$ cat src/xkv_pkg.sv
// Shared types and constants for the keyed varint byte-stream encoder.
// No dependencies; used by xkv_key and xor_keyed_varint_encoder_top.

package xkv_pkg;

  // Number of key bytes in one cycle of the stream position (1..8).
  localparam int unsigned KEY_LENGTH = 7;

  localparam int unsigned POS_W  = 3;
  localparam int unsigned VAL_W  = 32;
  localparam int unsigned BYTE_W = 8;
  localparam int unsigned GRP_W  = 7;

  typedef logic [POS_W-1:0]  pos_t;
  typedef logic [VAL_W-1:0]  val_t;
  typedef logic [BYTE_W-1:0] byte_t;

  // Item kinds carried in tuser.
  typedef enum logic [1:0] {
    MODE_RESTART = 2'd0,
    MODE_RAW     = 2'd1,
    MODE_VARINT  = 2'd2,
    MODE_NONE    = 2'd3
  } mode_t;

  typedef enum logic [1:0] {
    ST_IDLE = 2'b01,
    ST_EMIT = 2'b10
  } state_t;

  // Position control from the sequencer to the key unit.
  typedef struct packed {
    logic restart;
    logic advance;
  } key_ctl_t;

  // Key byte at a stream position; a position past the seventh byte reads 0.
  function automatic byte_t key_byte(input pos_t pos);
    byte_t k;
    unique case (pos)
      3'd0:    k = 8'h43;
      3'd1:    k = 8'h37;
      3'd2:    k = 8'h92;
      3'd3:    k = 8'ha4;
      3'd4:    k = 8'h38;
      3'd5:    k = 8'hf1;
      3'd6:    k = 8'h2b;
      default: k = 8'h00;
    endcase
    return k;
  endfunction

endpackage

$ cat src/xkv_key.sv
// Stream position counter and key byte lookup.
// Depends on xkv_pkg.

module xkv_key (
  input  logic              clk,
  input  logic              rst_n,
  input  xkv_pkg::key_ctl_t ctl,
  output xkv_pkg::byte_t    key
);

  xkv_pkg::pos_t pos_r;
  xkv_pkg::pos_t pos_nxt;
  logic [xkv_pkg::POS_W:0] pos_inc;

  assign pos_inc = {1'b0, pos_r} + {{xkv_pkg::POS_W{1'b0}}, 1'b1};

  always_comb begin
    pos_nxt = pos_r;
    priority if (ctl.restart) begin
      pos_nxt = '0;
    end else if (ctl.advance) begin
      // wrap after the last key byte
      if (pos_inc >= (xkv_pkg::POS_W + 1)'(xkv_pkg::KEY_LENGTH)) begin
        pos_nxt = '0;
      end else begin
        pos_nxt = pos_inc[xkv_pkg::POS_W-1:0];
      end
    end
  end

  always_ff @(posedge clk) begin
    if (!rst_n) begin
      pos_r <= '0;
    end else begin
      pos_r <= pos_nxt;
    end
  end

  assign key = xkv_pkg::key_byte(pos_r);

endmodule

$ cat src/xor_keyed_varint_encoder_top.sv
// Keyed LEB128 varint byte-stream encoder, top level.
// Depends on xkv_pkg and xkv_key.
//
//   channel  | direction | tdata            | tuser      | tlast
//   ---------+-----------+------------------+------------+---------------------
//   in_      | slave     | [31:0] value     | [1:0] mode | -
//   out_     | master    | [7:0] out_byte   | -          | last byte of an item
//
// Flow: the first byte of an item stands in the output register the cycle
// after the item is taken. Each further byte follows the transfer of the one
// before. Restart and the unused mode emit nothing and leave the block ready
// for the next item. One 7-bit group shifter forms every varint byte, one per
// cycle while out_tready is high, from the input or from the held remainder;
// raw bytes come straight from the input. This shared unit sets the rate.
// Reset: synchronous, active low; clears the sequencer and the key position.
// Stalls: in_tready is low while bytes of an item are pending; a low
// out_tready holds the current byte and the remainder.

module xor_keyed_varint_encoder_top (
  input  logic        clk,
  input  logic        rst_n,
  input  logic        in_tvalid,
  output logic        in_tready,
  input  logic [31:0] in_tdata,   // [31:0] value
  input  logic [1:0]  in_tuser,   // [1:0] mode
  output logic        out_tvalid,
  input  logic        out_tready,
  output logic [7:0]  out_tdata,  // [7:0] out_byte
  output logic        out_tlast   // last
);

  xkv_pkg::state_t   state_r, state_nxt;
  xkv_pkg::val_t     val_r, val_nxt;      // remaining varint bits
  xkv_pkg::byte_t    byte_r, byte_nxt;    // keyed byte on the output
  logic              last_r, last_nxt;
  xkv_pkg::key_ctl_t key_ctl;
  xkv_pkg::byte_t    key;

  logic              in_xfer, out_xfer;
  xkv_pkg::mode_t    mode;

  // shared group unit
  xkv_pkg::val_t     grp_src;
  logic              grp_more;
  xkv_pkg::byte_t    grp_byte;

  assign in_tready  = state_r[1'b0] ? (state_r == xkv_pkg::ST_IDLE) : 1'b0;
  assign out_tvalid = (state_r == xkv_pkg::ST_EMIT);
  assign out_tdata  = byte_r;
  assign out_tlast  = last_r;

  assign in_xfer  = in_tvalid && in_tready;
  assign out_xfer = out_tvalid && out_tready;
  assign mode     = xkv_pkg::mode_t'(in_tuser);

  // Next 7-bit group with its continuation bit.
  assign grp_src  = (state_r == xkv_pkg::ST_IDLE) ? in_tdata : val_r;
  assign grp_more = |grp_src[xkv_pkg::VAL_W-1:xkv_pkg::GRP_W];
  assign grp_byte = {grp_more, grp_src[xkv_pkg::GRP_W-1:0]};

  xkv_key u_key (
    .clk   (clk),
    .rst_n (rst_n),
    .ctl   (key_ctl),
    .key   (key)
  );

  always_comb begin
    state_nxt       = state_r;
    val_nxt         = val_r;
    byte_nxt        = byte_r;
    last_nxt        = last_r;
    key_ctl.restart = 1'b0;
    key_ctl.advance = 1'b0;

    unique case (state_r)
      xkv_pkg::ST_IDLE: begin
        if (in_xfer) begin
          unique case (mode)
            xkv_pkg::MODE_RESTART: begin
              key_ctl.restart = 1'b1;
            end
            xkv_pkg::MODE_RAW: begin
              byte_nxt        = in_tdata[xkv_pkg::BYTE_W-1:0] ^ key;
              last_nxt        = 1'b1;
              key_ctl.advance = 1'b1;
              state_nxt       = xkv_pkg::ST_EMIT;
            end
            xkv_pkg::MODE_VARINT: begin
              byte_nxt        = grp_byte ^ key;
              last_nxt        = !grp_more;
              val_nxt         = grp_src >> xkv_pkg::GRP_W;
              key_ctl.advance = 1'b1;
              state_nxt       = xkv_pkg::ST_EMIT;
            end
            xkv_pkg::MODE_NONE: begin
              // ignored
            end
            default: begin
            end
          endcase
        end
      end
      xkv_pkg::ST_EMIT: begin
        if (out_xfer) begin
          if (last_r) begin
            state_nxt = xkv_pkg::ST_IDLE;
          end else begin
            byte_nxt        = grp_byte ^ key;
            last_nxt        = !grp_more;
            val_nxt         = grp_src >> xkv_pkg::GRP_W;
            key_ctl.advance = 1'b1;
          end
        end
      end
      default: begin
        state_nxt = xkv_pkg::ST_IDLE;
      end
    endcase
  end

  always_ff @(posedge clk) begin
    if (!rst_n) begin
      state_r <= xkv_pkg::ST_IDLE;
    end else begin
      state_r <= state_nxt;
    end
  end

  always_ff @(posedge clk) begin
    val_r  <= val_nxt;
    byte_r <= byte_nxt;
    last_r <= last_nxt;
  end

  // A non-final varint byte always leaves bits to send.
  a_more_has_bits: assert property (@(posedge clk) disable iff (!rst_n)
    (out_tvalid && !out_tlast) |-> (val_r != '0))
    else $error("continuation byte with empty remainder");

  // Final byte transfer returns the block to ready.
  a_last_frees: assert property (@(posedge clk) disable iff (!rst_n)
    (out_xfer && out_tlast) |=> in_tready)
    else $error("not ready after final byte");

  // Restart and unused mode emit nothing.
  a_silent_modes: assert property (@(posedge clk) disable iff (!rst_n)
    (in_xfer && (in_tuser == xkv_pkg::MODE_RESTART || in_tuser == xkv_pkg::MODE_NONE))
    |=> (in_tready && !out_tvalid))
    else $error("silent item produced output");

  // A small varint is a single final byte.
  a_short_varint: assert property (@(posedge clk) disable iff (!rst_n)
    (in_xfer && in_tuser == xkv_pkg::MODE_VARINT && in_tdata[31:7] == '0)
    |=> (out_tvalid && out_tlast))
    else $error("short varint not a single byte");

endmodule
$ cat config.mk
export PLATFORM = sky130hd
export DESIGN_NAME = xor_keyed_varint_encoder_top
export DESIGN_NICKNAME = d
export VERILOG_FILES = /design/src/xkv_pkg.sv /design/src/xkv_key.sv /design/src/xor_keyed_varint_encoder_top.sv
export SDC_FILE = /design/constraint.sdc
export NUM_CORES = 1
export LEC_CHECK = 0
export ABC_AREA = 1
export BUFFER_PORTS_ARGS = -buffer_cell sky130_fd_sc_hd__buf_2
export CORE_MARGIN = 3
export CORE_UTILIZATION = 54
export DETAILED_ROUTE_END_ITERATION = 12
export PLACE_DENSITY = 0.78
export REMOVE_ABC_BUFFERS = 1
export SYNTH_ARGS = -nofsm -noshare
export SYNTH_HDL_FRONTEND = slang
export SYNTH_SLANG_ARGS = --single-unit
$ cat constraint.sdc
create_clock -name clk -period 4.7 [get_ports clk]
set_clock_uncertainty 0.1 [all_clocks]
set_input_delay 0.235 -clock clk [delete_from_list [all_inputs] [get_ports clk]]
set_output_delay 0.235 -clock clk [all_outputs]
set_load 0.05 [all_outputs]
==> results.toml, run 1 <==
[status]
status = "complete, no violations"

[synth]
synth-edff-count = 34
netlist_instances = 248
avgSynthCellArea_um2 = 9.03
yosys.area.top_type = "edfxtp_1"
syn_area_um2 = 2240
yosys_warnings = 0
ys_ff_latch = 39
yosys_most_used_dff = "edfxtp_1"
synth_seq_area_share_pct = 50.1
synth_top_area_share_pct = 45.6
yosys-top-cells-area = "edfxtp_1, nand2_1, inv_1"
synthArstFlopShare_pct = 0
ys_types = 27

[critical_path]
slowest_stage = "nor3_1"
cp_top_family = "simple AND/OR/NAND/NOR gates"
critPathKind = "register to register"
critPathBufInv = 1
end_kind = "register"
crit_chain = "inv_1 -> ha_1 -> o21ai_0 -> nor3_1"
crit_path_max_fanout = 26
worstPathArrival_ns = 2.60
crit_required_ns = 4.51
max_stage_delay_ns = 0.83
r2r_start = "state_r[1]"
start_kind = "register"
crit_start = "state_r[1]"

[grt]
grtUsageMet3_pct = 4.03
grt_pass1_vias = 1576
antenna_found_initial = 0
met1_usage_pct = 18.1
busiest_layer = "met2"
overflow = 0
grt_use_met2_pct = 29.4
grt_max_degree = 27
grt_pass1_wl_um = 6420
grt_usage_pct = 16.4

[final_layout]
drive_above_1_share_pct = 26.4
num-nets-final = 347
n_antenna_cell = 0
area_delta_synth_final_pct = 15.0
final_util_pct = 67.3
nFillCells = 310

[detailed_routing]
vias = 1676
routed_via_density = 4.83
post_drt_wl_per_cell_um = 11.2
ant_nets = 0
totalWireLength_um = 3870
first_pass_iters = 4
drc_errors = 0
drt_iter0_drc = 48

[floorplan]
pin_count = 49
dieArea_um2 = 4950
fp-row-count = 22
core_um2 = 3830
start_util_pct = 58.5
die_w_um = 70.4
fp.dieH_um = 70.4

[power]
ir_worst_vdd_v = 0.000359
leakagePower_uw = 0.00126
total_power_uw = 1640
p_per_area_nw_per_um2 = 636

[place]
port_buffers = 48
place_congestion = 0.902
hpwl_um = 3060

[clock_tree]
postCtsSetupBuffers = 0
numCtsBuffers = 5
cts_sinks = 39
clockRootBuffer = "clkbuf_8"
cts_tree = "yes"
clock_path_buffers = 2
htree_levels = 2
cts.clk_slew.worst_paths_ns = 0.07
holdBufCountCts = 0
clkLatencyLatePin_ns = 0.28
post_cts_resized = 0

[timing]
fin_tns_setup_ns = 0
maxSlewHeadroom_pct = 31.5
min_period_ns = 2.79
whs_ns = 0.0812
max_clock_freq_ghz = 0.358
rsz0062_at_grt = "false"
setup_viol = 0
slew_viol_final = 0
finalHoldViolCount = 0
finalCritPeriodShare_pct = 59.5
tightest_slew_ns = 1.02

[job]
drv_cap = 0

[min_path]
min_from = "rst_n"
hp-class = "input pin to register"
[power by group]
| group | switching (uW) | leakage [uW] | internal [uW] | total [uW] |
|---|---|---|---|---|
| combinational | 546 | 0.000865 | 220 | 765 |
| clock | 106 | 0.0000403 | 101 | 207 |
| sequential | 52.6 | 0.000359 | 612 | 665 |
[worst reg2reg max path: cells and delay by family, from the launching register on]
kind,cells,cell delay [ns]
and+or+nand+nor,1,0.83
DFF,1,0.31
AOI/OAI and AO/OA,1,0.29
adders and majority gates,1,0.79
buffers and inverters,1,0.09
[flip-flops by register name, indices dropped and copies added, names as in the netlist]
| register | cells |
|---|---|
| out_tdata | 8 |
| state_r | 2 |
| val_r | 25 |
| out_tlast | 1 |
| u_key.pos_r | 3 |
[placed cells by master (no fill, tap or decap)]
cell type,n
a21boi_0,1
a21o_1,1
a21oi_1,7
a31oi_1,1
buf_2,48
buf_4,1
clkbuf_1,1
clkbuf_8,5
clkinv_1,2
dfxtp_1,5
edfxtp_1,34
ha_1,11
inv_1,37
inv_6,1
mux2_2,6
mux2i_1,1
nand2_1,65
nand2_2,14
nand2_4,2
nand3_1,4
nor2_1,24
nor3_1,4
nor3_2,2
o211ai_1,2
o21ai_0,11
o21ai_1,2
xnor2_1,4
xor2_1,3
[cell type report]
cell class	instances	area, um2	area share (%)
flip-flops and latches	39	1120	43.6
well taps	48	60.1	2.33
multi-input cells	165	917	35.6
repair buffers	49	248	9.63
clock inverters	2	7.51	0.292
inverters	38	148	5.74
clock buffers	6	72.6	2.82
[metrics by stage]
stage	worst slack, ns	instances	cell area, um2
after global placement	2.00	339	2490
after floorplan	1.06	242	2180
after detailed placement	1.87	339	2490
final	1.91	347	2570
after CTS	1.85	347	2570
after global routing	1.60	347	2570
[worst paths after layout]
kind / end / slack, ns / cells after the start
min reg2reg: state_r[1] / 0.42 / 2
min: state_r[0] / 0.08 / 2
max reg2reg: out_tdata[5] / 1.91 / 4
max: out_tdata[5] / 1.91 / 4
[cell usage after synthesis (all sizes together) (4+ instances only)]
cell type  number
nand3           4
edfxtp         34
dfxtp           5
ha             11
nand2          81
xnor2           4
mux2            6
nor2           24
inv            38
nor3            6
a21oi           7
o21ai          13
buf             6
[layer usage]
metal | vias up | wire length [um] | part of all wire [%]
met5 | - | 0 | 0
met4 | 0 | 57 | 1.5
met3 | 4 | 254 | 6.6
met2 | 46 | 1940 | 50
met1 | 734 | 1620 | 42
li1 | 892 | - | -
[logic make-up after synthesis]
group | count (synthesis) | share of synthesized area (%)
and+or+nand+nor | 115 | 22.3
buffers and inverters | 44 | 9.17
xor gates and xnor gates | 7 | 2.74
adders and majority gates | 11 | 6.15
muxes | 7 | 3.47
DFF | 39 | 50.1
AOI/OAI and AO/OA | 25 | 6.09
Power figures use the tool's default switching activity.
==> inputs of run 2 (changes only) <==
- clock period: 4.7 -> 2.9 ns (I/O delays scaled with it)
==> run 2 against run 1 <==
Non-clock buffer count grew 3. Combinational power grew 66%. First-iteration DRC count grew to 3.3 times the previous value. Core utilization grew 0.69 points. Die area is the same. Register-to-register slack lost 1.1 ns. Worst setup slack lost 1.1 ns. Fmax grew 31%. Cell count grew 0.86%. Via count grew 1.4%. Count of clock-buffer cells in the layout grew 1. Sequential share of layout area shrank 0.44 points. Largest cell class unchanged. Largest power group unchanged.
==> results.toml, run 2 (synthesis gave the netlist of run 1 again) <==
[critical_path]
worstPathArrival_ns = 2.09
start_kind = "register"
crit_chain = "inv_1 -> ha_1 -> buf_4 -> nand2_1 -> o21ai_1 -> nand2_1 -> nor2_1 -> nand3_1 -> nand2_1 -> nand2_1 -> nand2_1 -> nand2_1"
slowest_stage = "ha_1"
critPathKind = "register to register"
r2r-end = "out_tdata[7]"
end_kind = "register"
crit_path_frequent_cell = "nand2_1"
r2r_slack_ns = 0.76
max_stage_delay_ns = 0.41
ff2ff_path_depth = 12
r2r_start = "state_r[1]"
crit_required_ns = 2.85
crit_path_max_fanout = 17

[grt]
grt_usage_pct = 17.9
grt_pass1_vias = 1628
antenna_found_initial = 0
overflow = 0
grt_max_degree = 26
grt_pass1_wl_um = 6960

[floorplan]
pin_count = 49
start_util_pct = 58.5
core_um2 = 3830
dieArea_um2 = 4950
die_w_um = 70.4
fp-row-count = 22
fp.dieH_um = 70.4

[clock_tree]
cts_tree = "yes"
cts.clk_slew.worst_paths_ns = 0.07
htree_levels = 2
cts_sinks = 39
clkLatencyLatePin_ns = 0.29
clock_path_buffers = 2
numCtsBuffers = 5
clockRootBuffer = "clkbuf_8"

[timing]
finalCritPeriodShare_pct = 73.7
rsz0062_at_grt = "false"
slew_viol_final = 0
setup_viol = 0
min_period_ns = 2.14
finalHoldViolCount = 0
max_clock_freq_ghz = 0.468
tightest_slew_ns = 0.390
fin_tns_setup_ns = 0
maxSlewHeadroom_pct = 73.7

[job]
drv_cap = 0

[detailed_routing]
routed_via_density = 4.85
ant_nets = 0
vias = 1699
totalWireLength_um = 4000
first_pass_iters = 4
drc_errors = 0
drt_iter0_drc = 159
post_drt_wl_per_cell_um = 11.4

[power]
total_power_uw = 2690
leakagePower_uw = 0.00128
ir_worst_vdd_v = 0.000593
p_per_area_nw_per_um2 = 1030

[min_path]
hold_depth = 3
min_to = "val_r[21]"
hp-class = "input pin to register"
min_from = "in_tdata[28]"

[final_layout]
largest_reg_flops = 25
num-nets-final = 350
final_util_pct = 68.0
area_delta_synth_final_pct = 16.2
n_antenna_cell = 0
final_common_cell = "nand2_1"
fin_area_um2 = 2600
max_flop_register = "val_r"
drive_above_1_share_pct = 27.2
final_cell_mix = "nand2_1, buf_2, inv_1, edfxtp_1, nor2_1"

[place]
place_congestion = 0.837
hpwl_um = 3100
port_buffers = 48
placed_cell_area_um2 = 2510

[status]
status = "complete, no violations"
[run 2: how the worst max path moves through the flow]
stage	startpoint	to	slack (ns)	cells after the start
5_1_grt	state_r[1]	out_tdata[7]	0.52	12
3_5_place_dp	state_r[1]	out_tdata[7]	0.75	12
4_1_cts	state_r[1]	out_tdata[7]	0.74	12
6_report	state_r[1]	out_tdata[7]	0.76	12
3_3_place_gp	state_r[1]	out_tdata[7]	0.84	12
2_1_floorplan	state_r[1]	val_r[0]	-0.74	6
[run 2: stage by stage]
| stage | std cells | setup slack [ns] | hold WS [ns] |
|---|---|---|---|
| global route | 350 | 0.522 | 0.0478 |
| detailed placement | 341 | 0.748 | 0.286 |
| finish | 350 | 0.763 | 0.0320 |
| global placement | 341 | 0.840 | 0.276 |
| floorplan | 242 | -0.739 | 0.144 |
| CTS | 350 | 0.741 | 0.0197 |
[run 2: report_power, final]
group	leakage, uW	switching [uW]	internal, uW	total [uW]
clock	0.0000422	174	169	343
sequential	0.000359	84.8	991	1080
combinational	0.000879	894	374	1270
total	0.00128	1150	1530	2690
[run 2: final cells by class]
type                    count  area (um2)
fillers                   294        1230
flip-flops and latches     39        1120
multi-input cells         165         917
repair buffers             52         273
inverters                  38         148
clock buffers               7        76.3
well taps                  48        60.1
clock inverters             1        5.00
[run 2: critical path, delay by kind of cell, from the launching register on]
| kind | cells | cell delay, ns |
|---|---|---|
| adders and majority gates | 1 | 0.41 |
| AOI/OAI and AO/OA | 1 | 0.10 |
| DFF | 1 | 0.31 |
| buffers and inverters | 2 | 0.38 |
| and+or+nand+nor | 8 | 0.59 |
[run 2: repair_timing]
item	CTS	global route
gates resized for setup	0	0
hold endpoints to repair	1	0
hold buffers	1	0
setup buffers	0	0
[run 2: per-layer routing]
layer | track usage, % | share of wire, % | routed length (um) | up-vias
met4 | 6.81 | 1.6 | 65 | 0
li1 | - | - | - | 891
met1 | 21.6 | 42 | 1690 | 755
met3 | 5.04 | 5.6 | 222 | 6
met2 | 30.1 | 51 | 2020 | 47
met5 | 0 | 0 | 0 | -
